--- config.mk ---
export PLATFORM = sky130hd
export DESIGN_NAME = slip_frame_decoder
export DESIGN_NICKNAME = d
export VERILOG_FILES = /design/src/rtl/sfd_pkg.sv /design/src/rtl/sfd_front.sv /design/src/rtl/sfd_queue.sv /design/src/rtl/sfd_back.sv /design/src/rtl/slip_frame_decoder.sv
export SDC_FILE = /design/constraint.sdc
export NUM_CORES = 1
export LEC_CHECK = 0
export ABC_CLOCK_PERIOD_IN_PS = 9620
export BUFFER_PORTS_ARGS = -buffer_cell sky130_fd_sc_hd__buf_2
export CAP_MARGIN = 20
export CORE_MARGIN = 2
export CORE_UTILIZATION = 40
export DETAILED_ROUTE_END_ITERATION = 8
export GPL_TIMING_DRIVEN = 1
export PLACE_DENSITY_LB_ADDON = 0.12
export SKIP_CTS_REPAIR_TIMING = 1
export SYNTH_ARGS = -nofsm -noshare
export SYNTH_HDL_FRONTEND = slang
export SYNTH_SLANG_ARGS = --single-unit
--- constraint.sdc ---
create_clock -name i_clk -period 9.62 [get_ports i_clk]
set_input_delay 1.443 -clock i_clk [delete_from_list [all_inputs] [get_ports i_clk]]
set_output_delay 1.443 -clock i_clk [all_outputs]
set_load 0.01 [all_outputs]
--- src/rtl/sfd_pkg.sv ---
// Package for the SLIP frame decoder: byte codes, register indexes, status codes,
// the queue entry type passed from the front end to the result stage, reset constants.
// No dependencies.
package sfd_pkg;

    localparam logic [7:0] BYTE_FEND  = 8'hC0;
    localparam logic [7:0] BYTE_FESC  = 8'hDB;
    localparam logic [7:0] BYTE_TFEND = 8'hDC;
    localparam logic [7:0] BYTE_TFESC = 8'hDD;

    localparam int CFG_IDX_W = 2;
    localparam int CFG_DATA_W = 16;
    localparam logic [CFG_IDX_W-1:0] CFG_ESCAPE_ENABLE   = 2'd0;
    localparam logic [CFG_IDX_W-1:0] CFG_SIZE_LIMIT      = 2'd1;
    localparam logic [CFG_IDX_W-1:0] CFG_OUTPUT_CAPACITY = 2'd2;

    localparam logic [15:0] RESET_SIZE_LIMIT      = 16'd4096;
    localparam logic [15:0] RESET_OUTPUT_CAPACITY = 16'd8192;

    localparam int QUEUE_DEPTH = 4;

    typedef enum logic [1:0] {
        ST_OK         = 2'd0,
        ST_INCOMPLETE = 2'd1,
        ST_BAD_ESCAPE = 2'd2,
        ST_TOO_LONG   = 2'd3
    } t_status;

    typedef struct packed {
        logic        has_data;
        logic [7:0]  data;
        logic        is_last;
        t_status     code;
        logic [15:0] length;
        logic [31:0] bytes_total;
        logic [31:0] packets_total;
    } t_entry;

    typedef struct packed {
        logic   valid;
        t_entry entry;
    } t_queue_head;

endpackage

--- src/rtl/sfd_front.sv ---
// Front end of the SLIP frame decoder: accepts raw bytes, tracks escape and frame state,
// keeps the running counters and pushes data/status transactions into the queue.
// Depends on sfd_pkg.
module sfd_front (
    input  logic             i_clk,
    input  logic             i_rst_n,
    input  logic             i_valid,
    output logic             o_ready,
    input  logic [7:0]       i_raw_byte,
    input  logic             i_buffer_end,
    input  logic             i_escape_enable,
    input  logic [15:0]      i_size_limit,
    input  logic [15:0]      i_output_capacity,
    input  logic             i_queue_full,
    output logic             o_push,
    output sfd_pkg::t_entry  o_entry
);
    import sfd_pkg::*;

    logic        r_at_start;
    logic        r_esc_pending;
    logic        r_closed;
    t_status     r_error;
    logic [15:0] r_count;
    logic [31:0] r_bytes;
    logic [31:0] r_packets;

    logic        n_esc_pending;
    logic        n_closed;
    t_status     n_error;
    logic [15:0] n_count;
    logic        active;
    logic        have_data;
    logic [7:0]  data;
    t_status     code;
    logic        accept;

    assign o_ready = !i_queue_full;
    assign accept  = i_valid && o_ready;

    always_comb begin
        n_esc_pending = r_esc_pending;
        n_closed      = r_closed;
        n_error       = r_error;
        have_data     = 1'b0;
        data          = i_raw_byte;
        active = !r_closed && (r_error == ST_OK) && (r_count < i_output_capacity);
        if (active) begin
            if (r_esc_pending) begin
                n_esc_pending = 1'b0;
                if (i_raw_byte == BYTE_TFEND) begin
                    have_data = 1'b1;
                    data      = BYTE_FEND;
                end else if (i_raw_byte == BYTE_TFESC) begin
                    have_data = 1'b1;
                    data      = BYTE_FESC;
                end else begin
                    n_error = ST_BAD_ESCAPE;
                end
            end else if (i_raw_byte == BYTE_FEND) begin
                if (!r_at_start) begin
                    n_closed = 1'b1;
                end
            end else if (i_escape_enable && i_raw_byte == BYTE_FESC) begin
                if (i_buffer_end) begin
                    n_error = ST_INCOMPLETE;
                end else begin
                    n_esc_pending = 1'b1;
                end
            end else begin
                have_data = 1'b1;
            end
        end
        n_count = have_data ? 16'(r_count + 16'd1) : r_count;
        code = n_error;
        if (code == ST_OK && n_count > i_size_limit) begin
            code = ST_TOO_LONG;
        end

        o_push                 = accept && (have_data || i_buffer_end);
        o_entry.has_data       = have_data;
        o_entry.data           = data;
        o_entry.is_last        = i_buffer_end;
        o_entry.code           = code;
        o_entry.length         = (code == ST_OK) ? n_count : 16'd0;
        o_entry.bytes_total    = (code == ST_OK) ? 32'(r_bytes + {16'd0, n_count}) : r_bytes;
        o_entry.packets_total  = (code == ST_OK) ? 32'(r_packets + 32'd1) : r_packets;
    end

    always_ff @(posedge i_clk) begin
        if (!i_rst_n) begin
            r_at_start    <= 1'b1;
            r_esc_pending <= 1'b0;
            r_closed      <= 1'b0;
            r_error       <= ST_OK;
            r_count       <= 16'd0;
            r_bytes       <= 32'd0;
            r_packets     <= 32'd0;
        end else if (accept) begin
            if (i_buffer_end) begin
                r_at_start    <= 1'b1;
                r_esc_pending <= 1'b0;
                r_closed      <= 1'b0;
                r_error       <= ST_OK;
                r_count       <= 16'd0;
                r_bytes       <= o_entry.bytes_total;
                r_packets     <= o_entry.packets_total;
            end else begin
                r_at_start    <= 1'b0;
                r_esc_pending <= n_esc_pending;
                r_closed      <= n_closed;
                r_error       <= n_error;
                r_count       <= n_count;
            end
        end
    end

endmodule

--- src/rtl/sfd_queue.sv ---
// Short queue between the front end and the result stage of the SLIP frame decoder.
// Depends on sfd_pkg.
module sfd_queue #(
    parameter int Depth = sfd_pkg::QUEUE_DEPTH
) (
    input  logic                 i_clk,
    input  logic                 i_rst_n,
    input  logic                 i_push,
    input  sfd_pkg::t_entry      i_entry,
    output logic                 o_full,
    input  logic                 i_pop,
    output sfd_pkg::t_queue_head o_head
);
    import sfd_pkg::*;

    localparam int PtrW = (Depth > 1) ? $clog2(Depth) : 1;
    localparam int CntW = $clog2(Depth + 1);

    t_entry              r_mem [Depth];
    logic [PtrW-1:0]     r_wr_ptr;
    logic [PtrW-1:0]     r_rd_ptr;
    logic [CntW-1:0]     r_count;
    logic                do_push;
    logic                do_pop;

    assign o_full       = (r_count == CntW'(Depth));
    assign o_head.valid = (r_count != '0);
    assign o_head.entry = r_mem[r_rd_ptr];
    assign do_push      = i_push && !o_full;
    assign do_pop       = i_pop && o_head.valid;

    function automatic logic [PtrW-1:0] f_next(input logic [PtrW-1:0] ptr);
        return (ptr == PtrW'(Depth - 1)) ? '0 : PtrW'(ptr + 1'b1);
    endfunction

    always_ff @(posedge i_clk) begin
        if (do_push) begin
            r_mem[r_wr_ptr] <= i_entry;
        end
    end

    always_ff @(posedge i_clk) begin
        if (!i_rst_n) begin
            r_wr_ptr <= '0;
            r_rd_ptr <= '0;
            r_count  <= '0;
        end else begin
            if (do_push) begin
                r_wr_ptr <= f_next(r_wr_ptr);
            end
            if (do_pop) begin
                r_rd_ptr <= f_next(r_rd_ptr);
            end
            if (do_push && !do_pop) begin
                r_count <= CntW'(r_count + 1'b1);
            end else if (do_pop && !do_push) begin
                r_count <= CntW'(r_count - 1'b1);
            end
        end
    end

endmodule

--- src/rtl/sfd_back.sv ---
// Result stage of the SLIP frame decoder: turns each queue entry into a data result,
// a status result, or both, held in an output register. Depends on sfd_pkg.
module sfd_back (
    input  logic                 i_clk,
    input  logic                 i_rst_n,
    input  sfd_pkg::t_queue_head i_head,
    output logic                 o_pop,
    output logic                 o_valid,
    input  logic                 i_ready,
    output logic                 o_is_status,
    output logic [7:0]           o_data_out,
    output logic [1:0]           o_status_code,
    output logic [15:0]          o_packet_length,
    output logic [31:0]          o_bytes_total,
    output logic [31:0]          o_packets_total,
    output logic                 o_last_of_run
);
    import sfd_pkg::*;

    logic        r_valid;
    logic        r_data_done;
    logic        r_is_status;
    logic [7:0]  r_data;
    t_status     r_code;
    logic [15:0] r_length;
    logic [31:0] r_bytes;
    logic [31:0] r_packets;
    logic        r_last;

    logic        load;
    logic        send_data;
    logic        n_data_done;

    assign load      = !r_valid || i_ready;
    assign send_data = i_head.entry.has_data && !r_data_done;

    always_comb begin
        o_pop       = 1'b0;
        n_data_done = r_data_done;
        if (load && i_head.valid) begin
            if (send_data) begin
                // hold the entry for its status when the byte also ends the buffer
                o_pop       = !i_head.entry.is_last;
                n_data_done = i_head.entry.is_last;
            end else begin
                o_pop       = 1'b1;
                n_data_done = 1'b0;
            end
        end
    end

    always_ff @(posedge i_clk) begin
        if (!i_rst_n) begin
            r_valid     <= 1'b0;
            r_data_done <= 1'b0;
        end else begin
            r_data_done <= n_data_done;
            if (load) begin
                r_valid <= i_head.valid;
            end
        end
    end

    always_ff @(posedge i_clk) begin
        if (load && i_head.valid) begin
            if (send_data) begin
                r_is_status <= 1'b0;
                r_data      <= i_head.entry.data;
                r_code      <= ST_OK;
                r_length    <= 16'd0;
                r_bytes     <= 32'd0;
                r_packets   <= 32'd0;
                r_last      <= !i_head.entry.is_last;
            end else begin
                r_is_status <= 1'b1;
                r_data      <= 8'd0;
                r_code      <= i_head.entry.code;
                r_length    <= i_head.entry.length;
                r_bytes     <= i_head.entry.bytes_total;
                r_packets   <= i_head.entry.packets_total;
                r_last      <= 1'b1;
            end
        end
    end

    assign o_valid         = r_valid;
    assign o_is_status     = r_is_status;
    assign o_data_out      = r_data;
    assign o_status_code   = r_code;
    assign o_packet_length = r_length;
    assign o_bytes_total   = r_bytes;
    assign o_packets_total = r_packets;
    assign o_last_of_run   = r_last;

endmodule

--- src/rtl/slip_frame_decoder.sv ---
// SLIP frame decoder top level: configuration registers, front end, queue, result stage.
// Depends on sfd_pkg, sfd_front, sfd_queue, sfd_back.
//
// Input channel: i_valid/o_ready carry one raw byte and a buffer_end flag per transaction.
// Output channel: o_valid/i_ready carry one result per transaction: a decoded byte
// (o_is_status = 0) or the end-of-buffer status with code, length and running counters.
// A byte causes zero, one or two results; last_of_run marks the final one.
// Configuration: i_cfg_we writes i_cfg_data to register i_cfg_idx
// (0 escape_enable, 1 size limit, 2 output_capacity); unknown indexes are ignored.
// Each result is registered in the queue and then in the output register.
// Throughput: one byte per cycle while o_ready is high; a byte that carries both a data
// byte and a status occupies the result register for the two results in turn.
// A QueueDepth-entry queue parts the front end from the result stage, so bytes keep
// flowing while the receiver stalls until the queue fills; then o_ready drops.
// Reset (synchronous, active low) empties the queue, clears counters and per-buffer
// state, and restores the register defaults.
module slip_frame_decoder #(
    parameter int QueueDepth = sfd_pkg::QUEUE_DEPTH
) (
    input  logic                            i_clk,
    input  logic                            i_rst_n,
    input  logic                            i_valid,
    output logic                            o_ready,
    input  logic [7:0]                      i_raw_byte,
    input  logic                            i_buffer_end,
    output logic                            o_valid,
    input  logic                            i_ready,
    output logic                            o_is_status,
    output logic [7:0]                      o_data_out,
    output logic [1:0]                      o_status_code,
    output logic [15:0]                     o_packet_length,
    output logic [31:0]                     o_bytes_total,
    output logic [31:0]                     o_packets_total,
    output logic                            o_last_of_run,
    input  logic                            i_cfg_we,
    input  logic [sfd_pkg::CFG_IDX_W-1:0]   i_cfg_idx,
    input  logic [sfd_pkg::CFG_DATA_W-1:0]  i_cfg_data
);
    import sfd_pkg::*;

    logic        r_escape_enable;
    logic [15:0] r_size_limit;
    logic [15:0] r_output_capacity;

    logic        queue_full;
    logic        push;
    logic        pop;
    t_entry      entry;
    t_queue_head head;

    always_ff @(posedge i_clk) begin
        if (!i_rst_n) begin
            r_escape_enable   <= 1'b1;
            r_size_limit      <= RESET_SIZE_LIMIT;
            r_output_capacity <= RESET_OUTPUT_CAPACITY;
        end else if (i_cfg_we) begin
            case (i_cfg_idx)
                CFG_ESCAPE_ENABLE:   r_escape_enable   <= i_cfg_data[0];
                CFG_SIZE_LIMIT:      r_size_limit      <= i_cfg_data;
                CFG_OUTPUT_CAPACITY: r_output_capacity <= i_cfg_data;
                default: ;
            endcase
        end
    end

    sfd_front u_front (
        .i_clk             (i_clk),
        .i_rst_n           (i_rst_n),
        .i_valid           (i_valid),
        .o_ready           (o_ready),
        .i_raw_byte        (i_raw_byte),
        .i_buffer_end      (i_buffer_end),
        .i_escape_enable   (r_escape_enable),
        .i_size_limit      (r_size_limit),
        .i_output_capacity (r_output_capacity),
        .i_queue_full      (queue_full),
        .o_push            (push),
        .o_entry           (entry)
    );

    sfd_queue #(
        .Depth (QueueDepth)
    ) u_queue (
        .i_clk   (i_clk),
        .i_rst_n (i_rst_n),
        .i_push  (push),
        .i_entry (entry),
        .o_full  (queue_full),
        .i_pop   (pop),
        .o_head  (head)
    );

    sfd_back u_back (
        .i_clk           (i_clk),
        .i_rst_n         (i_rst_n),
        .i_head          (head),
        .o_pop           (pop),
        .o_valid         (o_valid),
        .i_ready         (i_ready),
        .o_is_status     (o_is_status),
        .o_data_out      (o_data_out),
        .o_status_code   (o_status_code),
        .o_packet_length (o_packet_length),
        .o_bytes_total   (o_bytes_total),
        .o_packets_total (o_packets_total),
        .o_last_of_run   (o_last_of_run)
    );

    a_status_is_last: assert property (@(posedge i_clk) disable iff (!i_rst_n)
        o_valid && o_is_status |-> o_last_of_run)
        else $error("status result without last_of_run");

    a_error_no_length: assert property (@(posedge i_clk) disable iff (!i_rst_n)
        o_valid && o_is_status && o_status_code != ST_OK |-> o_packet_length == 16'd0)
        else $error("error status carries a packet length");

    a_no_push_when_full: assert property (@(posedge i_clk) disable iff (!i_rst_n)
        push |-> !queue_full)
        else $error("queue push while full");

    a_reset_clears_output: assert property (@(posedge i_clk)
        !i_rst_n |=> !o_valid)
        else $error("result valid right after reset");

endmodule
==> results.sh, run 1 <==
export IMPL_cts_root_buf="clkbuf_16"
export IMPL_antenna_found_initial=0
export IMPL_synth_edff_count=460
export IMPL_worstPathArrival_ps=6800
export IMPL_peakVddDrop_mv=0.1176
export IMPL_period_needed_ps=6395
export IMPL_synth_seq_cells=589
export IMPL_grt_pass1_wl_mm=89.64
export IMPL_ys_top_cells_by_area="edfxtp_1 54%, dfxtp_1 10%, mux4_2 8.2%, ha_1 2.7%, nand2_1 2.3%"
export IMPL_drc=0
export IMPL_nFillCells=5645
export IMPL_vias_per_cell=5.344
export IMPL_die_height_um=256.0
export IMPL_rsz0062_at_grt="false"
export IMPL_pre_cts_ws_ps=2751
export IMPL_wire_per_inst_um=20.30
export IMPL_drt_total_wl_mm=57.40
export IMPL_grt_use_total_pct=17.63
export IMPL_place_hpwl_mm=35.95
export IMPL_p_total_mw=7.292
export IMPL_synthDistinctLibCells=67
export IMPL_p_leak_nw=10.44
export IMPL_hold_path_class="reg -> reg"
export IMPL_required_ps=10020
export IMPL_fmax_mhz=156.4
export IMPL_final_cells=2827
export IMPL_powerDensity_nw_per_um2=251.0
export IMPL_first_pass_iters=5
export IMPL_first_global_vias=15280
export IMPL_holdWs_ps=454.9
export IMPL_tightest_slew_ps=1039
export IMPL_syn_inst=1814
export IMPL_area_growth_pct=14.41
export IMPL_path_clk_slew_ps=60
export IMPL_fin_util_pct=46.14
export IMPL_startpoint="u_front.r_count[2]"
export IMPL_final_cell_mix="460 x edfxtp_1, 158 x nand2_1, 127 x dfxtp_1, 125 x buf_2, 92 x mux4_2"
export IMPL_ios=126
export IMPL_start_util_pct=40.33
export IMPL_critPathKind="reg -> reg"
export IMPL_htree_levels=3
export IMPL_grt_max_degree=87
export IMPL_numClockSinks=589
export IMPL_status="completed"
export IMPL_yosysTopAreaCell="edfxtp_1"
export IMPL_yosys_most_used_dff="edfxtp_1"
export IMPL_worst_slack_ps=3225
export IMPL_maxCapViolCount=0
export IMPL_postSynth_asyncResetShare_pct=0
export IMPL_cts_tree="built"
export IMPL_regArea_sq_um=16400
export IMPL_timing_final_crit_share_pct=66.47
export IMPL_critPathMaxFanout=68
export IMPL_hold_viol=0
export IMPL_place_gp_congestion=0.8524
export IMPL_ant_nets=0
export IMPL_core_region_area_sq_um=62970
export IMPL_portBuffers=125
export IMPL_seq_area_frac_synth_pct=64.57
export IMPL_final_setup_tns_ps=0
export IMPL_multiInputGateArea_sq_um=8442
export IMPL_crit_path_end_kind="flop"
export IMPL_clock_latency_ps=600
export IMPL_synth_fp_nets=1903
export IMPL_synth_top_cell_area_share_pct=54.40
export IMPL_slew_headroom_pct=30.72
export IMPL_dieWidth_um=256.0
export IMPL_drtIter0Drc=906
export IMPL_numCtsBuffers=66
export IMPL_postSynthAreaPerCell_sq_um=14.00
export IMPL_row_count=92
export IMPL_dieArea_sq_um=65510
export IMPL_nets=2015
export IMPL_slew_viol_final=0
export IMPL_grt_overflow=0
export IMPL_cts_buffer_depth=3
export IMPL_r2r_start="u_front.r_count[2]"
export IMPL_drive_above_1_share_pct=18.59
export IMPL_ys_warn_count=0
export IMPL_final_common_cell="edfxtp_1"
export IMPL_skew_ps=23.53
export IMPL_setup_viol=0
export IMPL_finish_instance_area_sq_um=29050
export IMPL_dp_cells=2703
export IMPL_vias=15110
export IMPL_worstSetupStartpointType="flop"
export IMPL_place_area_sq_um=26890
export IMPL_syn_area_sq_um=25390
export IMPL_hp_start="r_output_capacity[2]"
metal layers:
layer / up-vias / GRT usage (%) / share of wire [%]
li1: 7164 / - / -
met1: 7549 / 23.26 / 44
met2: 318 / 29.82 / 50
met3: 76 / 2.862 / 4.3
met4: 0 / 5.686 / 2.3
met5: - / 0 / 0
layout make-up:
class | instances | area share [%]
sequential | 589 | 56.46
tap | 846 | 3.644
timing repair buffer | 148 | 2.748
clock buffer | 86 | 6.335
antenna | 1 | 0.008614
multi-input combinational | 1070 | 29.06
inverter | 51 | 0.6589
clock inverter | 36 | 1.085
where the power goes:
| part | total [mW] | switching (mW) | internal [mW] |
|---|---|---|---|
| combinational | 1.44 | 0.810 | 0.628 |
| clock | 2.49 | 1.02 | 1.47 |
| sequential | 3.37 | 0.158 | 3.21 |
Yosys cell counts (all sizes together) (3+ instances only):
library cell / number
o311ai: 14
nand3b: 8
buf: 22
nor3: 36
or2: 5
a31oi: 7
or4: 29
a31o: 3
ha: 55
inv: 51
and4: 7
xnor2: 26
nand2: 158
o31ai: 23
xor2: 50
o41ai: 12
mux2i: 23
nand4: 27
mux4: 92
a2111oi: 3
nor4: 10
o21a: 4
nand4b: 7
a211oi: 7
clkbuf: 82
nor2: 65
or3: 18
o21ai: 28
nor2b: 87
nand2b: 20
a21oi: 82
and3: 24
o211ai: 17
a21o: 16
o21bai: 3
nand3: 54
and2: 23
edfxtp: 460
dfxtp: 129
path summary, 6_finish.rpt:
check	endpoint	slack (ps)	cells past startpoint
min reg2reg	r_output_capacity[2]	450	2
max	u_queue.r_mem[3][63]	3230	16
min	r_output_capacity[2]	450	2
max reg2reg	u_queue.r_mem[3][63]	3230	16
flip-flops by register name, summed over array words and instances, names as in the netlist, 16 cells and up, named ones only:
register / cells
u_back.o_packets_total: 32
u_back.o_bytes_total: 32
u_front.r_packets: 32
u_front.r_bytes: 32
u_front.r_count: 16
r_size_limit: 16
u_queue.r_mem: 368
r_output_capacity: 16
u_back.o_packet_length: 16
cell families after synthesis:
kind of cell,count (synthesis),share of synthesized area (%)
adder cells (fa/ha/maj),57,2.868
multiplexers,116,9.111
buffers and inverters,155,2.370
flip-flops,589,64.57
XOR/XNOR,76,2.621
AO/OA/AOI/OAI,238,6.258
AND/OR/NAND/NOR,583,12.20
worst max-delay path: stages (launching register included):
cell       delay (ps)
dfxtp_1           560
ha_1              320
a211oi_1          230
o21ai_0           160
a2111oi_2         570
o221ai_2          320
inv_1             490
nand4_1           260
xnor2_1           430
ha_1              350
a21oi_1           160
nand3_1           110
a221oi_1          380
a31o_2            290
nand3_4           650
nor4_1            590
xor2_1            280
No activity file was read; power rests on OpenSTA's default activity.
==> run 2: changes to the inputs <==
--- a/config.mk
+++ b/config.mk
@@ -5,7 +5,8 @@
 export SDC_FILE = /design/constraint.sdc
 export NUM_CORES = 1
 export LEC_CHECK = 0
-export ABC_CLOCK_PERIOD_IN_PS = 9620
+export ABC_AREA = 1
+export ABC_CLOCK_PERIOD_IN_PS = 5500
 export BUFFER_PORTS_ARGS = -buffer_cell sky130_fd_sc_hd__buf_2
 export CAP_MARGIN = 20
 export CORE_MARGIN = 2
==> constraint.sdc (replaced) <==
create_clock -name i_clk -period 5.5 [get_ports i_clk]
set_input_delay 0.825 -clock i_clk [delete_from_list [all_inputs] [get_ports i_clk]]
set_output_delay 0.825 -clock i_clk [all_outputs]
set_load 0.01 [all_outputs]
==> run 2 against run 1 <==
Against the previous run: wire length grew 21%; critical endpoint is now u_queue.r_mem[1][76]; register-to-register slack worse by 2400 ps; highest routed layer unchanged; sequential share of layout area down 2.6 points; cell count increased by 34%; clock-buffer cell count grew 11.
==> results.sh, run 2 <==
export IMPL_status="completed"
export IMPL_cts_tree="built"
export IMPL_row_count=95
export IMPL_vias_per_cell=5.092
export IMPL_reg2reg_depth=23
export IMPL_hold_end="r_output_capacity[12]"
export IMPL_postSynth_asyncResetShare_pct=0
export IMPL_ys_top_cells_by_area="edfxtp_1 51%, dfxtp_1 9.6%, nand2_1 9.1%, nor2_1 4.4%, o21ai_0 4.3%"
export IMPL_ios=126
export IMPL_cts_root_buf="clkbuf_16"
export IMPL_skew_ps=15.43
export IMPL_drtIter0Drc=1402
export IMPL_fmax_mhz=212.1
export IMPL_path_clk_slew_ps=60
export IMPL_portBuffers=125
export IMPL_grt_pass1_wl_mm=108.9
export IMPL_yosysTopAreaCell="edfxtp_1"
export IMPL_syn_inst=2752
export IMPL_place_gp_congestion=0.9119
export IMPL_min_path_cells=2
export IMPL_timing_final_crit_share_pct=85.73
export IMPL_numCtsBuffers=66
export IMPL_synth_top_cell_area_share_pct=51.40
export IMPL_antenna_found_initial=2
export IMPL_synth_xor_area_share_pct=1.890
export IMPL_critPathKind="reg -> reg"
export IMPL_postSynthAreaPerCell_sq_um=9.765
export IMPL_synth_edff_count=460
export IMPL_n_antenna_cell=0
export IMPL_hold_path_class="reg -> reg"
export IMPL_final_common_cell="nand2_1"
export IMPL_vias=19230
export IMPL_drc=0
export IMPL_setup_viol=0
export IMPL_nFillCells=6362
export IMPL_p_leak_nw=12.66
export IMPL_r2r_start="u_front.r_count[9]"
export IMPL_place_area_sq_um=28410
export IMPL_worstPathArrival_ps=5040
export IMPL_worst_slack_ps=784.8
export IMPL_p_total_mw=16.51
export IMPL_r2r_end="u_queue.r_mem[1][76]"
export IMPL_finish_instance_area_sq_um=30470
export IMPL_final_cells=3777
export IMPL_slew_viol_final=0
export IMPL_rsz0062_at_grt="false"
export IMPL_synthAdderAreaFrac_pct=2.710
export IMPL_ys_top_cells_by_count="648 x nand2_1, 460 x edfxtp_1, 315 x nor2_1"
export IMPL_first_global_vias=19040
export IMPL_yosysMostFrequentCell="nand2_1"
export IMPL_dieWidth_um=263.2
export IMPL_regMostFlops="u_queue.r_mem"
export IMPL_wire_per_inst_um=18.45
export IMPL_dieArea_sq_um=69280
export IMPL_drive_above_1_share_pct=12.84
export IMPL_ant_nets=0
export IMPL_synthDistinctLibCells=42
export IMPL_slew_headroom_pct=27.46
export IMPL_clock_latency_ps=600
export IMPL_place_hpwl_mm=45.55
export IMPL_synth_top_family_by_area="simple AND/OR/NAND/NOR gates"
export IMPL_die_height_um=263.2
export IMPL_required_ps=5830
export IMPL_largest_reg_flops=368
export IMPL_synth_compound_area_share_pct=8.250
export IMPL_tightest_slew_ps=1088
export IMPL_syn_area_sq_um=26870
export IMPL_area_growth_pct=13.39
export IMPL_muxShareOfSynthArea_pct=0
export IMPL_ys_warn_count=0
export IMPL_hold_viol=0
export IMPL_peakVddDrop_mv=0.6304
export IMPL_cts_buffer_depth=3
export IMPL_maxCapViolCount=0
export IMPL_synth_seq_cells=589
export IMPL_final_cell_mix="647 x nand2_1, 460 x edfxtp_1, 310 x nor2_1, 258 x inv_1, 231 x o21ai_0"
export IMPL_drt_total_wl_mm=69.68
export IMPL_nets=2941
export IMPL_first_pass_iters=5
export IMPL_grt_max_degree=99
export IMPL_htree_levels=3
export IMPL_core_region_area_sq_um=66800
export IMPL_powerDensity_nw_per_um2=542.0
export IMPL_worstSetupStartpointType="flop"
export IMPL_pre_cts_ws_ps=643.5
export IMPL_start_util_pct=40.23
export IMPL_grt_overflow=0
export IMPL_hp_start="r_output_capacity[12]"
export IMPL_yosys_most_used_dff="edfxtp_1"
export IMPL_final_setup_tns_ps=0
export IMPL_post_synth_and_or_nand_nor_area_fraction_pct=20.09
export IMPL_synth_fp_nets=2841
export IMPL_period_needed_ps=4715
export IMPL_reg2reg_setup_slack_ps=780
export IMPL_seq_area_frac_synth_pct=61.01
export IMPL_dp_cells=3657
export IMPL_crit_path_end_kind="flop"
export IMPL_numClockSinks=589
export IMPL_grt_use_total_pct=20.16
export IMPL_critPathMaxFanout=67
run 2: logic make-up (layout without fill, tap and decap cells):
group	after synthesis	after routing
DFF	589	589
buffers and inverters	392	544
xor gates and xnor gates	58	58
and+or+nand+nor	1241	1241
adders and majority gates	57	57
AOI/OAI and AO/OA	415	415
run 2: critical path: stages, from the launching register on:
cell     delay [ps]
dfxtp_1         480
ha_1            310
a21oi_1         120
o21ai_0          90
nand2_1          80
nand2_1          90
inv_1           200
nand2_4         120
inv_2           110
nand2_4         160
inv_2           340
nand2_1         130
nand2_1         100
inv_1            80
ha_1            300
nand2_1          70
nor2_1          130
nand2_1          70
nor3_1          260
nand3_1         210
nand2_4         150
nand3_2         120
buf_12          240
nor2_1          460
run 2: where the power goes:
part           internal [mW]  leakage (nW)  switching, mW
sequential              6.26          5.57          0.323
clock                   2.45          1.01           1.77
combinational           1.56          6.08           4.15
total                   10.3          12.7           6.24
run 2: worst max path at each step:
stage	cells past startpoint	end	start	slack [ps]
after global routing	23	u_queue.r_mem[2][67]	u_front.r_count[9]	360
after floorplan	9	u_queue.r_mem[0][0]	i_raw_byte[5]	-640
after global placement	18	u_queue.r_mem[3][67]	i_raw_byte[7]	750
after detailed placement	20	u_queue.r_mem[3][67]	i_raw_byte[6]	640
after CTS	23	u_queue.r_mem[0][67]	u_front.r_count[9]	800
final	23	u_queue.r_mem[1][76]	u_front.r_count[9]	780
run 2: final cells by class:
class | count | area (sq um) | share of cell area (%)
timing repair buffer | 159 | 1010 | 3.314
clock inverter | 23 | 165.2 | 0.5420
sequential | 589 | 16400 | 53.82
multi-input combinational | 1771 | 8914 | 29.25
inverter | 265 | 998.5 | 3.277
tap | 873 | 1092 | 3.585
clock buffer | 97 | 1892 | 6.208
run 2: metal layers:
metal  vias up  global-route usage, %  wire (um)
met4         0                  6.363       1697
met3       105                  2.909       3401
met5         -                      0          0
li1       9441                      -          -
met1      9234                  27.40      31740
met2       453                  33.38      32850
run 2: through the flow:
stage | util, % | hold WS (ps)
4_1_cts | 45.62 | 434.2
2_1_floorplan | - | 428.6
5_1_grt | 45.62 | 448.4
6_report | 45.62 | 468.8
3_5_place_dp | 42.54 | 460.4
3_3_place_gp | 42.52 | 452.5
